### src/sv/tba_pkg.sv
// Package for the tangent/bitangent accumulator: widths, action codes,
// vertex word layout and saturation helper. No dependencies.
package tba_pkg;
   localparam int VertexCountDefault  = 4096;
   localparam int FractionBitsDefault = 16;
   localparam int IndexWidth          = 12;
   localparam int DataWidth           = 32;
   localparam int VertexWordWidth     = 5 * DataWidth;
   localparam int SumWordWidth        = 6 * DataWidth;
   localparam int DeltaWidth          = DataWidth + 1;
   localparam int ProductWidth        = 2 * DeltaWidth;
   localparam int DetWidth            = ProductWidth + 1;
   localparam int ReqDataWidth        = 216;
   localparam int RspDataWidth        = 200;

   typedef enum logic [1:0] {
      ACT_LOAD     = 2'd0,
      ACT_TRIANGLE = 2'd1,
      ACT_READ     = 2'd2,
      ACT_NONE     = 2'd3
   } action_type;

   function automatic logic [DataWidth-1:0] sat_add32(
      input logic [DataWidth-1:0] a,
      input logic [DataWidth-1:0] b,
      output logic                clip
   );
      logic signed [DataWidth:0] s;
      logic [DataWidth-1:0]      r;
      s = {a[DataWidth-1], a} + {b[DataWidth-1], b};
      clip = s[DataWidth] != s[DataWidth-1];
      if (clip) r = s[DataWidth] ? {1'b1, {(DataWidth-1){1'b0}}}
                                 : {1'b0, {(DataWidth-1){1'b1}}};
      else r = s[DataWidth-1:0];
      return r;
   endfunction
endpackage

### src/sv/tba_divider.sv
// Restoring divider: trunc(num * 2^FracBits / den), saturated to 32 bits.
// One quotient bit a cycle. Depends on tba_pkg.
module tba_divider import tba_pkg::*; #(
   parameter int FracBits = FractionBitsDefault
) (
   input  logic                 clock,
   input  logic                 reset,
   input  logic                 start,
   input  logic [DetWidth-1:0]  num,
   input  logic [DetWidth-1:0]  den,
   output logic                 done,
   output logic [DataWidth-1:0] quot,
   output logic                 clip
);
   localparam int NBits = DetWidth + FracBits;
   localparam int CntW  = $clog2(NBits + 1);

   logic [NBits-1:0]    n_ff, n_in;
   logic [DetWidth-1:0] d_ff, d_in;
   logic [DetWidth:0]   r_ff, r_in;
   logic [NBits-1:0]    q_ff, q_in;
   logic [CntW-1:0]     cnt_ff, cnt_in;
   logic                neg_ff, neg_in, busy_ff, busy_in, done_ff, done_in;
   logic [DetWidth:0]   trial;
   logic [DetWidth-1:0] num_mag, den_mag;
   logic [DataWidth:0]  lim;
   logic                over;

   assign num_mag = num[DetWidth-1] ? (~num + 1'b1) : num;
   assign den_mag = den[DetWidth-1] ? (~den + 1'b1) : den;
   assign trial   = {r_ff[DetWidth-1:0], n_ff[NBits-1]};

   always_comb begin
      n_in = n_ff; d_in = d_ff; r_in = r_ff; q_in = q_ff; cnt_in = cnt_ff;
      neg_in = neg_ff; busy_in = busy_ff; done_in = 1'b0;
      if (start) begin
         n_in    = {num_mag, {FracBits{1'b0}}};
         d_in    = den_mag;
         r_in    = '0;
         q_in    = '0;
         cnt_in  = CntW'(NBits);
         neg_in  = num[DetWidth-1] ^ den[DetWidth-1];
         busy_in = 1'b1;
      end else if (busy_ff) begin
         n_in = n_ff << 1;
         if (trial >= {1'b0, d_ff}) begin
            r_in = trial - {1'b0, d_ff};
            q_in = {q_ff[NBits-2:0], 1'b1};
         end else begin
            r_in = trial;
            q_in = {q_ff[NBits-2:0], 1'b0};
         end
         cnt_in = cnt_ff - 1'b1;
         if (cnt_ff == CntW'(1)) begin
            busy_in = 1'b0;
            done_in = 1'b1;
         end
      end
   end

   always_ff @(posedge clock) begin
      if (reset) begin
         busy_ff <= 1'b0;
         done_ff <= 1'b0;
      end else begin
         busy_ff <= busy_in;
         done_ff <= done_in;
      end
      n_ff   <= n_in;
      d_ff   <= d_in;
      r_ff   <= r_in;
      q_ff   <= q_in;
      cnt_ff <= cnt_in;
      neg_ff <= neg_in;
   end

   assign lim  = neg_ff ? {2'b01, {(DataWidth-1){1'b0}}} : {2'b00, {(DataWidth-1){1'b1}}};
   assign over = (q_ff[NBits-1:DataWidth+1] != '0) || (q_ff[DataWidth:0] > lim);
   assign clip = over;
   always_comb begin
      if (over) quot = lim[DataWidth-1:0];
      else quot = q_ff[DataWidth-1:0];
      if (neg_ff) quot = ~quot + 1'b1;
   end
   assign done = done_ff;
endmodule

### config.mk
export PLATFORM = sky130hd
export DESIGN_NAME = tba_divider
export DESIGN_NICKNAME = d
export VERILOG_FILES = /design/src/sv/tba_pkg.sv /design/src/sv/tba_divider.sv
export SDC_FILE = /design/constraint.sdc
export NUM_CORES = 1
export LEC_CHECK = 0
export BUFFER_PORTS_ARGS = -buffer_cell sky130_fd_sc_hd__buf_2
export CELL_PAD_IN_SITES_DETAIL_PLACEMENT = 0
export CELL_PAD_IN_SITES_GLOBAL_PLACEMENT = 2
export CORE_MARGIN = 3
export CORE_UTILIZATION = 30
export CTS_BUF_LIST = sky130_fd_sc_hd__clkbuf_8
export DETAILED_ROUTE_END_ITERATION = 6
export GPL_TIMING_DRIVEN = 0
export HOLD_SLACK_MARGIN = 0.05
export PLACE_DENSITY = 0.65
export SYNTH_ARGS = -nofsm -noshare
export SYNTH_HDL_FRONTEND = slang
export SYNTH_SLANG_ARGS = --single-unit
export TNS_END_PERCENT = 50
### constraint.sdc
create_clock -name clock -period 7.05 [get_ports clock]
set_input_delay 0.3525 -clock clock [delete_from_list [all_inputs] [get_ports clock]]
set_output_delay 0.3525 -clock clock [all_outputs]
set_load 0.02 [all_outputs]
# After elaboration in Yosys (flattened, before gate mapping)
# Index checks and enable logic that the tools add are counted.
[word_totals]
regBits = 294
input_bits = 137
output_inout_bits = 34
wordCells = 39
[op_classes]
addsub = 5
order_cmp = 2
n_eq_ne = 1
n_mux = 13
bitwise = 5
reduce_logical = 4
[op_table]
columns = ["cell", "count"]
rows = [
  ["$mux 83", 2],
  ["$add 67x1->67 const B", 2],
  ["$mux 67", 2],
  ["$not 67->67", 2],
  ["$mux 32", 3],
  ["$ge 68x67->1", 1],
  ["$sub 67x67->67", 1],
  ["$mux 66", 1],
  ["$reduce_bool 50->1", 1],
  ["$gt 33x32->1", 1],
  ["$add 32x1->32 const B", 1],
  ["$not 32->32", 1],
  ["$eq 7x1->1 const B", 1],
  ["$sub 7x1->7 const B", 1],
  ["$mux 1", 5],
  ["$reduce_or 3->1", 1],
  ["$reduce_bool 2->1", 1],
  ["$logic_or 1x1->1", 1],
  ["$not 1->1", 1],
  ["$xor 1x1->1", 1],
]

# Logic depth before layout (Yosys ltp)
# Gate-level depths: netlist of run 1.
[depth]
depth_word = 7
depth_mapped = 23
ltp_nobuf = 21

# Worst setup path after synthesis of run 1
# No wires, ideal clock.
[synth_path]
path_kind = "register to output"
from = "register neg_ff"
to = "output quot[24]"
arrival_time_ns = 5.688
required_time_ns = 6.698
setup_slack_ns = 1.010
path_stages_with_launch = 22
n_path_buf = 4
cell_sequence = "edfxtp_1 -> clkbuf_1 -> inv_1 -> clkbuf_1 -> ha_1 -> nand4b_1 -> nor4_1 -> nand3_1 -> o221ai_1 -> a221o_1 -> nand2_1 -> inv_1 -> clkbuf_1 -> o21ai_0 -> inv_1 -> ha_1 -> clkbuf_1 -> nand4_1 -> or4_1 -> or3_1 -> a21o_1 -> a31oi_1"
[synth_between]
elab_chain_cells = 7
[synth_lines]
columns = ["element", "line_no", "rtl"]
rows = [
  ["start: declaration", "tba_divider.sv:23", "logic neg_ff, neg_in, busy_ff, busy_in, done_ff, done_in;"],
  ["start signal: assignment", "tba_divider.sv:74", "neg_ff <= neg_in;"],
  ["$mux 32 *", "tba_divider.sv:77", "assign lim = neg_ff ? {2'b01, {(DataWidth-1){1'b0}}} : {2'b00, {(DataWidth-1){1'b1}}};"],
  ["$gt 33x32->1 *", "tba_divider.sv:78", "assign over = (q_ff[NBits-1:DataWidth+1] != '0) || (q_ff[DataWidth:0] > lim);"],
  ["$logic_or 1x1->1 *", "tba_divider.sv:78", ""],
  ["via clip", "tba_divider.sv:13", "output logic clip"],
  ["$mux 32 *", "tba_divider.sv:81", "if (over) quot = lim[DataWidth-1:0];"],
  ["$not 32->32", "tba_divider.sv:83", "if (neg_ff) quot = ~quot + 1'b1;"],
  ["$add 32x1->32", "tba_divider.sv:83", ""],
  ["$mux 32 *", "tba_divider.sv:83", ""],
  ["end: declaration", "tba_divider.sv:12", "output logic [DataWidth-1:0] quot,"],
]
# The timed path passes the listed nets; every way through them passes the cells marked *.

# Final worst setup path of run 1
[layout_path]
from = "register neg_ff"
to = "output quot[24]"
[layout_between]
elab_chain_cells = 7
[layout_lines]
columns = ["element", "line_no"]
rows = [
  ["$mux 32", "tba_divider.sv:77"],
  ["$gt 33x32->1", "tba_divider.sv:78"],
  ["$logic_or 1x1->1", "tba_divider.sv:78"],
  ["$mux 32", "tba_divider.sv:81"],
  ["$not 32->32", "tba_divider.sv:83"],
  ["$add 32x1->32", "tba_divider.sv:83"],
  ["$mux 32 *", "tba_divider.sv:83"],
]
# Mark *: on every way between the ends. The rest lies on a longest branch, timed or not.

==> results of run 1 <==
==> state kept, by name (all words and copies together) (netlist names) <==
signal / cells
busy_ff: 1
cnt_ff: 7
done: 1
r_ff: 67
neg_ff: 1
n_ff: 67
d_ff: 67
q_ff: 83
==> worst max-delay path: cells and delay by family (launching register included) <==
kind	cells	cell delay [ps]
AO/OA/AOI/OAI	5	890
adder cells (fa/ha/maj)	2	660
buffers and inverters	6	1350
flip-flops	1	440
AND/OR/NAND/NOR	7	2060
==> metal layers <==
layer  vias to the layer above  track usage  routed length, um
li1                       8886            -                  -
met1                      8456        0.267              32000
met2                       370        0.310              29700
met3                        93       0.0342               3090
met4                        10       0.0475               1290
met5                         -            0                 69
==> layout by cell type, fill, tap and decap left out, types with 9 or more instances in the layout <==
cell type,synthesis,routed
a21o_1,50,50
nand4_1,32,32
nand3_1,24,24
a21oi_1,215,215
o21ai_0,131,131
nor4_1,26,25
mux2i_1,97,97
or4_1,27,27
o41ai_1,23,23
nand2b_1,19,19
clkbuf_8,0,68
nor2_1,298,298
dfxtp_1,159,159
clkbuf_1,116,113
or3_1,31,31
ha_1,104,103
buf_1,10,10
nand2_1,153,153
o311ai_0,9,9
a31oi_1,9,9
xor2_1,103,103
edfxtp_1,135,135
or2_2,11,11
and2_1,9,9
dlygate4sd3_1,0,96
o21a_1,9,9
nor2b_1,12,12
xnor2_1,103,103
o21bai_1,9,9
clkinv_1,0,9
inv_1,102,122
buf_2,2,170
o31ai_1,41,41
a211oi_1,46,46
nor3_1,36,36
==> path summary, 6_finish.rpt <==
kind | depth (start not counted) | start | slack [ps] | end
setup / recovery | 20 | neg_ff$_DFFE_PP_ | 610 | quot[24]
hold / removal | 2 | den[63] | 110 | d_ff[63]$_DFFE_PP_
setup reg to reg | 14 | d_ff[27]$_DFFE_PP_ | 2180 | r_ff[65]$_SDFFE_PP0P_
hold reg to reg | 2 | r_ff[35]$_SDFFE_PP0P_ | 490 | r_ff[35]$_SDFFE_PP0P_
==> report_power, final <==
part | total (mW) | internal (mW) | switching (mW) | leakage, nW
registers | 1.97 | 1.92 | 0.0476 | 2.61
clock network | 1.78 | 0.958 | 0.817 | 0.690
logic | 1.04 | 0.398 | 0.647 | 6.44
==> cell families (layout without fill, tap and decap cells) <==
kind of cell | after synthesis | count (layout)
AO/OA/AOI/OAI | 614 | 614
XOR/XNOR | 206 | 206
adder cells (fa/ha/maj) | 105 | 105
buffers and inverters | 231 | 608
flip-flops | 294 | 294
multiplexers | 98 | 98
other | 0 | 7
AND/OR/NAND/NOR | 714 | 714
==> final cells by class <==
| type | count | area [sq um] |
|---|---|---|
| Timing Repair Buffer | 269 | 1880 |
| Tap cell | 846 | 1060 |
| Clock buffer | 68 | 936 |
| Inverter | 102 | 385 |
| Fill cell | 6741 | 40000 |
| Antenna cell | 7 | 17.5 |
| Sequential cell | 294 | 7240 |
| Clock inverter | 42 | 249 |
| Multi-Input combinational cell | 1737 | 11400 |
| Buffer | 127 | 484 |
==> timing repair <==
item,CTS,global route
hold buffers,96,0
endpoints found under the hold margin,95,0
resized for setup,1,3
endpoints found under the setup margin,14,3
setup buffers,2,0
==> metrics.md, run 1 <==
| Metric | Value |
|---|---|
| Status | `complete, no violations` |
| Gr usage total | `0.193` |
| Final Cycle Share | `0.914` |
| Startpoint class of the critical path | `flop` |
| Share of cells above drive strength 1 | `0.112` |
| Maximum VDD drop | `138 uV` |
| Die Y | `261 um` |
| WS Path Type | `flop to output pin` |
| Worst-path clk slew | `60 ps` |
| Max-Cap Viols | `0` |
| Io pins | `171` |
| Area leader, netlist | `edfxtp_1` |
| Compound-Gate Fraction of Synth Area | `0.198` |
| GR Overflow Total | `0` |
| Most frequent cell after synthesis | `nor2_1` |
| Final hold violations | `0` |
| Routed WL | `66.2 mm` |
| Power per cell area | `203 nW/um^2` |
| Final instance area | `23,600 sq um` |
| Clock latency on the worst-skew pair | `680 ps` |
| Fmax achieved | `0.155 GHz` |
| Initial DRC count | `1,073` |
| Synth Area in Adders | `0.0679` |
| Crit path max-delay cell type | `or4_1` |
| DR vias | `17.8k` |
| Setup crit end kind | `output pin` |
| Yosys warning count | `0` |
| Sequential element share of the synthesized area | `0.372` |
| Routability cong. | `0.856` |
| Yosys reg bits | `294` |
| Largest net degree at the start of global routing | `68` |
| Synth Cell Area | `19,500 sq um` |
| CP cell instances | `clkbuf_1 > inv_1 > clkbuf_2 > ha_1 > nand4b_1 > nor4_2 > nand3_1 > o221ai_1 > a221o_1 > nand2_1 > inv_1 > o21ai_0 > inv_1 > ha_2 > nand4_1 > or4_1 > or3_1 > a21o_1 > a31oi_1 > buf_2` |
| Largest family of logic cells by synthesized area | `compound AO/OA/AOI/OAI gates` |
| Worst endpoint required time | `6700 ps` |
| Post-synth EDFFs | `135` |
| Max transition margin | `0.0952` |
| Rows | `92` |
| Crit path max fanout | `16` |
| Tot Pwr | `4.79 mW` |
| First-pass GRT wire length | `103 mm` |
| Place WS | `-190 ps` |
| Area grow syn2layout | `21.3%` |
| Post-synthesis mux area share | `0.0504` |
| Lkg Pwr | `9.74 nW` |
| Number of buffers created by CTS | `60` |
| Starting density of the core | `0.306` |
| Fin crit period | `6440 ps` |
| Deepest clock path buffer count | `3` |
| Hold_ws | `112 ps` |
| TritonCTS clock tree | `built` |
| Synth Net Count | `2,504` |
| Vias in the first global route | `17.9k` |
| Placed cells | `3,279` |
| Top cells by count, synth | `298 x nor2_1, 215 x a21oi_1, 159 x dfxtp_1` |
| Post-synthesis xor/xnor area fraction | `0.0927` |
| Worst Setup Slack, final | `607 ps` |
| Sink Count | `294` |
| Core area | `63,700 sq um` |
| Slowest cell delay on critical path | `620 ps` |
| Final Core Density | `0.371` |
| CP dominant cell by count | `inv_1` |
| Via density | `5.10` |
| Post-Syn Instances | `2,262` |
| Root buf cell | `clkbuf_8` |
| Avg WL per Cell | `19.0 um` |
| IO buf count | `169` |
| Post-synthesis simple-gate area fraction | `0.174` |
| Final count of negative-setup-slack endpoints | `0` |
| Remaining DRCs | `0` |
| Die area | `68,000 sq um` |
| Final nets | `2,833` |
| DP Wirelength | `49.5 mm` |
| Main synth FF type | `dfxtp_1` |
| Synthesized area per cell | `8.61 sq um` |
| Async S/R FF share, synth | `0` |
| CP Data Arrival Time | `6090 ps` |
| DP Area | `21,400 sq um` |
| Setup total negative slack | `0 ps` |
| Initial antenna violation count | `12` |
| Slew Limit Fails | `0` |
| Number of H-tree levels | `2` |
| Synth area leaders | `edfxtp_1 21%, dfxtp_1 16%, ha_1 6.7%` |
| Synth cell types | `75` |
| First-pass iteration count of the detailed router | `5` |
| Die width | `261 um` |
| Post-Layout Cell Count | `3,492` |
| Slew @ Worst Pin | `1360 ps` |
| RSZ-0062 raised after global routing | `no` |
| Final ANT Viol Nets | `0` |
| Synth top area share | `0.208` |
| Final Skew | `45.8 ps` |
| Worst Hold Class | `input pin to flop` |
Note: power is estimated with default switching activity, not from simulation.
==> run 2: changes to the inputs <==
--- a/config.mk
+++ b/config.mk
@@ -5,16 +5,16 @@
 export SDC_FILE = /design/constraint.sdc
 export NUM_CORES = 1
 export LEC_CHECK = 0
-export BUFFER_PORTS_ARGS = -buffer_cell sky130_fd_sc_hd__buf_2
 export CELL_PAD_IN_SITES_DETAIL_PLACEMENT = 0
 export CELL_PAD_IN_SITES_GLOBAL_PLACEMENT = 2
 export CORE_MARGIN = 3
 export CORE_UTILIZATION = 30
 export CTS_BUF_LIST = sky130_fd_sc_hd__clkbuf_8
 export DETAILED_ROUTE_END_ITERATION = 6
+export DONT_BUFFER_PORTS = 1
 export GPL_TIMING_DRIVEN = 0
 export HOLD_SLACK_MARGIN = 0.05
-export PLACE_DENSITY = 0.65
+export PLACE_DENSITY_LB_ADDON = 0.15
 export SYNTH_ARGS = -nofsm -noshare
 export SYNTH_HDL_FRONTEND = slang
 export SYNTH_SLANG_ARGS = --single-unit
==> run 2 against run 1 <==
Net effect: first-iteration DRC count is 1.7% higher; clock skew is 6.1 ps higher; clock-buffer cell count is 6 lower; cell count is 3.1% lower; clock power is 5% lower; fmax is 3.1% lower; global-route usage is 0.47 points higher; sequential share of layout area is 0.28 points higher; total power is 1.9% lower; register-to-register slack worse by 50 ps; worst hold slack worse by 3.2 ps.
==> metrics.md, run 2 (synthesis gave the netlist of run 1 again) <==
| Metric | Value |
|---|---|
| Initial antenna violation count | `7 (-5)` |
| DP Wirelength | `48.2 mm (-2.5%)` |
| Hold_ws | `109 ps (-3.18 ps)` |
| Die Y | `261 um (unchanged)` |
| Io pins | `171 (unchanged)` |
| CP bufs+invs | `6 (unchanged)` |
| Startpoint class of the critical path | `flop` |
| WS Path Type | `flop to output pin` |
| Power per cell area | `201 nW/um^2 (-1.0%)` |
| DP Area | `20,600 sq um (-4.1%)` |
| Initial DRC count | `1,091 (+1.7%)` |
| Number of H-tree levels | `2 (unchanged)` |
| Slew @ Worst Pin | `1360 ps (+3.57 ps)` |
| First-pass GRT wire length | `105 mm (+1.5%)` |
| Clock latency on the worst-skew pair | `680 ps (about the same)` |
| Final count of negative-setup-slack endpoints | `0 (unchanged)` |
| Die width | `261 um (unchanged)` |
| Crit path max-delay cell type | `or4_1` |
| Starting density of the core | `0.306 (unchanged)` |
| Rows | `92 (unchanged)` |
| Fmax achieved | `0.150 GHz (-3.1%)` |
| Worst-path clk slew | `60 ps (about the same)` |
| Maximum VDD drop | `133 uV (-3.7%)` |
| Die area | `68,000 sq um (unchanged)` |
| Worst Hold Class | `input pin to flop` |
| Final nets | `2,731 (-3.6%)` |
| CP dominant cell by count | `inv_1` |
| Final hold violations | `0 (unchanged)` |
| Core area | `63,700 sq um (unchanged)` |
| Root buf cell | `clkbuf_8` |
| Share of cells above drive strength 1 | `0.0489 (-0.0629)` |
| Slowest cell delay on critical path | `610 ps (about the same)` |
| Worst endpoint required time | `6700 ps (about the same)` |
| Final Cycle Share | `0.943 (+0.0294)` |
| Max transition margin | `0.0813 (-0.0139)` |
| Area grow syn2layout | `20.2%` |
| Number of buffers created by CTS | `56 (-6.7%)` |
| Routed WL | `67.8 mm (+2.4%)` |
| IO buf count | `0 (-100%)` |
| Sink Count | `294 (unchanged)` |
| Largest delay contributor family on the critical path | `simple AND/OR/NAND/NOR gates` |
| Deepest clock path buffer count | `3 (unchanged)` |
| Final Skew | `51.9 ps (+6.09 ps)` |
| Slew Limit Fails | `0 (unchanged)` |
| Final ANT Viol Nets | `0 (unchanged)` |
| Via density | `5.21 (+2.0%)` |
| Largest net degree at the start of global routing | `69 (+1.5%)` |
| Fin crit period | `6650 ps (+207 ps)` |
| DR vias | `17.6k (-1.1%)` |
| Gr usage total | `0.197 (+0.00465)` |
| Crit path max fanout | `11 (-5)` |
| Vias in the first global route | `17.8k (-0.034%)` |
| Status | `complete, no violations` |
| Avg WL per Cell | `20.0 um (+5.7%)` |
| Largest register FFs | `83 (unchanged)` |
| CP cell instances | `clkbuf_2 > inv_1 > clkbuf_2 > ha_1 > nand4b_1 > nor4_2 > nand3_1 > o221ai_1 > a221o_1 > nand2_1 > inv_1 > clkbuf_4 > o21ai_1 > inv_1 > ha_2 > nand4_1 > or4_1 > or3_1 > a21o_1 > a31oi_2` |
| Remaining DRCs | `0 (unchanged)` |
| Max-Cap Viols | `0 (unchanged)` |
| Leading cell types in the layout, fill and taps excluded | `298 x nor2_1, 214 x a21oi_1, 166 x dlygate4sd3_1` |
| Most common cell after layout, fill and taps aside | `nor2_1` |
| Lkg Pwr | `9.30 nW (-4.5%)` |
| Routability cong. | `0.847 (-1.1%)` |
| GR Overflow Total | `0 (unchanged)` |
| CP Data Arrival Time | `6300 ps (+210 ps)` |
| Setup total negative slack | `0 ps (unchanged)` |
| Tot Pwr | `4.69 mW (-1.9%)` |
| Setup crit end kind | `output pin` |
| First-pass iteration count of the detailed router | `5 (unchanged)` |
| TritonCTS clock tree | `built` |
| Final instance area | `23,400 sq um (-0.90%)` |
| Biggest register | `q_ff` |
-- run 2: changes by cell type in the layout (fill, tap and decap cells not counted), sizes merged --
| cell | previous run | this run |
|---|---|---|
| inv | 126 | 131 |
| clkinv | 16 | 8 |
| clkbuf | 182 | 177 |
| dlygate4sd3 | 96 | 166 |
| buf | 186 | 17 |
| clkinvlp | 0 | 2 |
| diode | 7 | 3 |
-- run 2: path summary, 6_finish.rpt --
kind	from	slack, ps	to	depth (start not counted)
setup / recovery	neg_ff$_DFFE_PP_	400	quot[24]	20
hold reg to reg	r_ff[14]$_SDFFE_PP0P_	480	r_ff[14]$_SDFFE_PP0P_	2
hold / removal	start	110	d_ff[16]$_DFFE_PP_	1
setup reg to reg	d_ff[7]$_DFFE_PP_	2130	r_ff[60]$_SDFFE_PP0P_	15
-- run 2: worst reg2reg max path: stages (launching register included) --
cell and delay [ps]:
edfxtp_1 370, inv_1 70, ha_1 220, clkbuf_1 190
and4_1 300, o2bb2ai_1 150, a31oi_1 210, a31oi_1 160
o21ai_0 560, nand4_1 140, nor2b_1 210, o32ai_1 390
clkbuf_1 480, buf_1 810, a21oi_1 220, a211oi_1 290
-- run 2: repair_timing --
action | 4_1_cts | 5_1_grt
setup endpoints to repair | 15 | 3
setup buffers | 2 | 0
gates resized for setup | 6 | 5
hold endpoints to repair | 203 | 0
pin swaps | 0 | 0
hold buffers | 167 | 0
-- run 2: area by class of cell --
type	instances	area, sq um
fillers	6577	40300
multi-input cells	1737	11400
flip-flops and latches	294	7240
repair buffers	170	1740
well taps	846	1060
clock buffers	62	853
plain buffers	128	493
inverters	102	385
clock inverters	41	250
diodes	3	7.51
-- run 2: metrics by stage --
stage / util / worst slack (ps) / instances
after floorplan: - / 1010 / 2262
after global placement: 0.323 / -726 / 3108
after detailed placement: 0.323 / -809 / 3109
after CTS: 0.367 / 85.2 / 3380
after global routing: 0.368 / -11.1 / 3382
final: 0.368 / 400 / 3383
-- run 2: report_power, final --
group          internal, mW  total (mW)  switching (mW)  leakage [nW]
registers              1.92        1.97          0.0490          2.61
clock network         0.887        1.69           0.804         0.656
logic                 0.406        1.04           0.629          6.03
-- run 2: per-layer routing --
layer / vias to the layer above / wire length [um] / global-route usage
met5: - / 41 / 0
met4: 6 / 1520 / 0.0528
met3: 105 / 3900 / 0.0391
met2: 389 / 29600 / 0.310
met1: 8419 / 32700 / 0.276
li1: 8693 / - / -
==> run 3: changes to the inputs <==
--- a/config.mk
+++ b/config.mk
@@ -5,8 +5,6 @@
 export SDC_FILE = /design/constraint.sdc
 export NUM_CORES = 1
 export LEC_CHECK = 0
-export CELL_PAD_IN_SITES_DETAIL_PLACEMENT = 0
-export CELL_PAD_IN_SITES_GLOBAL_PLACEMENT = 2
 export CORE_MARGIN = 3
 export CORE_UTILIZATION = 30
 export CTS_BUF_LIST = sky130_fd_sc_hd__clkbuf_8
==> run 3 against run 2 <==
Net effect: first-iteration DRC count up 4.9%; cell count is 0.27% lower; worst hold slack got worse by 6.4 ps; combinational power is essentially flat; highest routed layer is now met4; worst setup slack improved by 160 ps; die area is the same; total power grew 1.6%; fmax increased by 2.5%; utilization is 0.059 points lower; non-clock buffer count shrank 13; critical path depth down 1.
==> metrics.md, run 3 (synthesis gave the netlist of run 1 again) <==
| Metric | Value |
|---|---|
| Worst setup path end | `quot[24]` |
| Hold_ws | `103 ps (-6.39 ps)` |
| DR vias | `17.7k (+0.22%)` |
| Number of H-tree levels | `2 (unchanged)` |
| Routed WL | `64.7 mm (-4.5%)` |
| Final nets | `2,719 (-0.44%)` |
| Starting density of the core | `0.306 (unchanged)` |
| Share of cells above drive strength 1 | `0.0519 (+0.00301)` |
| Worst r2r dst | `r_ff[5]$_SDFFE_PP0P_` |
| Avg WL per Cell | `19.2 um (-4.3%)` |
| RSZ-0062 raised after global routing | `no` |
| Slew @ Worst Pin | `1390 ps (+32.8 ps)` |
| Setup crit end kind | `output pin` |
| Final hold violations | `0 (unchanged)` |
| Slew Limit Fails | `0 (unchanged)` |
| Worst endpoint required time | `6700 ps (about the same)` |
| Status | `complete, no violations` |
| Deepest clock path buffer count | `3 (unchanged)` |
| Comb pwr share | `0.211 (-0.010)` |
| M1 wire length | `29.5 mm (-9.6%)` |
| Sequential Power Share | `0.412 (-0.007)` |
| Top Metal Used | `met4` |
| Remaining DRCs | `0 (unchanged)` |
| Startpoint class of the critical path | `flop` |
| CP Data Arrival Time | `6130 ps (-170 ps)` |
| First-pass GRT wire length | `100 mm (-4.0%)` |
| Area grow syn2layout | `20.0%` |
| Core area | `63,700 sq um (unchanged)` |
| Final ANT Viol Nets | `0 (unchanged)` |
| Die Y | `261 um (unchanged)` |
| Max transition margin | `0.0591 (-0.0221)` |
| Worst Setup Slack, final | `563 ps (+163 ps)` |
| Leading cell types in the layout, fill and taps excluded | `298 x nor2_1, 214 x a21oi_1, 159 x dfxtp_1` |
| Io pins | `171 (unchanged)` |
| Sink Count | `294 (unchanged)` |
| Hold path cells | `3 (+2)` |
| Fin crit period | `6490 ps (-163 ps)` |
| Crit path from | `neg_ff$_DFFE_PP_` |
| WS Path Type | `flop to output pin` |
| Largest register FFs | `83 (unchanged)` |
| Met3 WL post-DR | `3.88 mm (-0.46%)` |
| Final count of negative-setup-slack endpoints | `0 (unchanged)` |
| Largest net degree at the start of global routing | `69 (unchanged)` |
| First-pass iteration count of the detailed router | `5 (unchanged)` |
| Switching part of the total power | `0.308 (-0.00737)` |
| Max-Cap Viols | `0 (unchanged)` |
| Worst R2R Setup Slack | `2270 ps (+140 ps)` |
| Number of buffers created by CTS | `57 (+1.8%)` |
| Total internal power | `3.30 mW (+2.7%)` |
| GR Overflow Total | `0 (unchanged)` |
| Routability cong. | `0.880 (+3.9%)` |
| Clock latency on the worst-skew pair | `670 ps (about the same)` |
| Via density | `5.23 (+0.48%)` |
| Most common cell after layout, fill and taps aside | `nor2_1` |
| Lkg Pwr | `9.28 nW (-0.22%)` |
| Root buf cell | `clkbuf_8` |
| Vias in the first global route | `17.8k (-0.27%)` |
| Worst Hold Class | `input pin to flop` |
| Power per cell area | `204 nW/um^2 (+1.8%)` |
| Place WS | `-477 ps (+331 ps)` |
| Psw | `1.47 mW (-0.74%)` |
| Gr usage total | `0.187 (-0.0101)` |
| DR WL met2 | `29.4 mm (-0.66%)` |
| Die width | `261 um (unchanged)` |
| Final Skew | `27.0 ps (-24.9 ps)` |
| Worst-path clk slew | `60 ps (about the same)` |
| Final Cycle Share | `0.920 (-0.0231)` |
| Die area | `68,000 sq um (unchanged)` |
| IO buf count | `0 (unchanged)` |
| Initial DRC count | `1,144 (+4.9%)` |
| TritonCTS clock tree | `built` |
| Fmax achieved | `0.154 GHz (+2.5%)` |
| Reg2reg path depth | `15 (unchanged)` |
| DP Wirelength | `45.9 mm (-4.8%)` |
| Crit path max fanout | `11 (unchanged)` |
| Rows | `92 (unchanged)` |
| Initial antenna violation count | `4 (-3)` |
| Biggest register | `q_ff` |
| RR Startpoint | `d_ff[7]$_DFFE_PP_` |
| Maximum VDD drop | `143 uV (+7.9%)` |
| Clk network pwr share | `0.376 (+0.016)` |
-- run 3: how the worst min path moves through the flow --
stage                       start  slack (ps)            endpoint
after floorplan             reset         420  busy_ff$_SDFF_PP0_
after global placement      reset         430  busy_ff$_SDFF_PP0_
after detailed placement    reset         430  busy_ff$_SDFF_PP0_
after CTS                 num[51]          50  n_ff[68]$_DFFE_PP_
after global routing      den[36]          90  d_ff[38]$_DFFE_PP_
final                     den[36]         100  d_ff[38]$_DFFE_PP_
-- run 3: repair_timing --
item	CTS	global route
pin swaps	0	0
buffers inserted	2	0
hold buffers	155	0
hold endpoints to repair	203	0
gates resized for setup	4	3
endpoints found under the setup margin	15	3
-- run 3: layout make-up --
class | count | area, sq um
fillers | 6624 | 40300
multi-input cells | 1737 | 11400
flip-flops and latches | 294 | 7240
repair buffers | 158 | 1620
well taps | 846 | 1060
clock buffers | 67 | 922
plain buffers | 127 | 485
inverters | 102 | 385
clock inverters | 37 | 270
diodes | 6 | 15.0
-- run 3: critical path: stages, from the launching register on --
cell      delay [ps]
edfxtp_1         590
inv_1            130
clkbuf_2         280
ha_1             370
nand4b_1         170
nor4_1           410
nand3_1          150
o221ai_1         210
a221o_1          140
nand2_1           90
inv_1            180
clkbuf_2         340
o21ai_1          240
inv_1            110
ha_2             300
nand4_1          250
or4_1            610
or3_1            340
a21o_1           190
a31oi_2          330
-- run 3: metrics by stage --
step | TNS (ps) | util | cell area [sq um] | std cells | power, mW
after floorplan | 0 | - | 19500 | 2262 | 2.66
after global routing | 0 | 0.367 | 23400 | 3371 | 5.03
after global placement | -1040 | 0.323 | 20500 | 3108 | 2.88
after CTS | 0 | 0.367 | 23300 | 3369 | 4.83
final | 0 | 0.367 | 23400 | 3374 | 4.77
after detailed placement | -1050 | 0.323 | 20600 | 3109 | 2.89
-- run 3: routing by layer --
layer,GRT usage,vias up
met2,0.305,426
met3,0.0397,111
met1,0.247,8467
met4,0.0612,0
li1,-,8646
met5,0,-
-- run 3: power groups by stage --
stage	clock network (mW)	registers [mW]	logic, mW
final	1.80	1.97	1.01
after global routing	1.93	1.98	1.12
after CTS	1.86	1.96	1.01
after detailed placement	0	2.00	0.886
after global placement	0	2.00	0.879
after floorplan	0	1.99	0.672
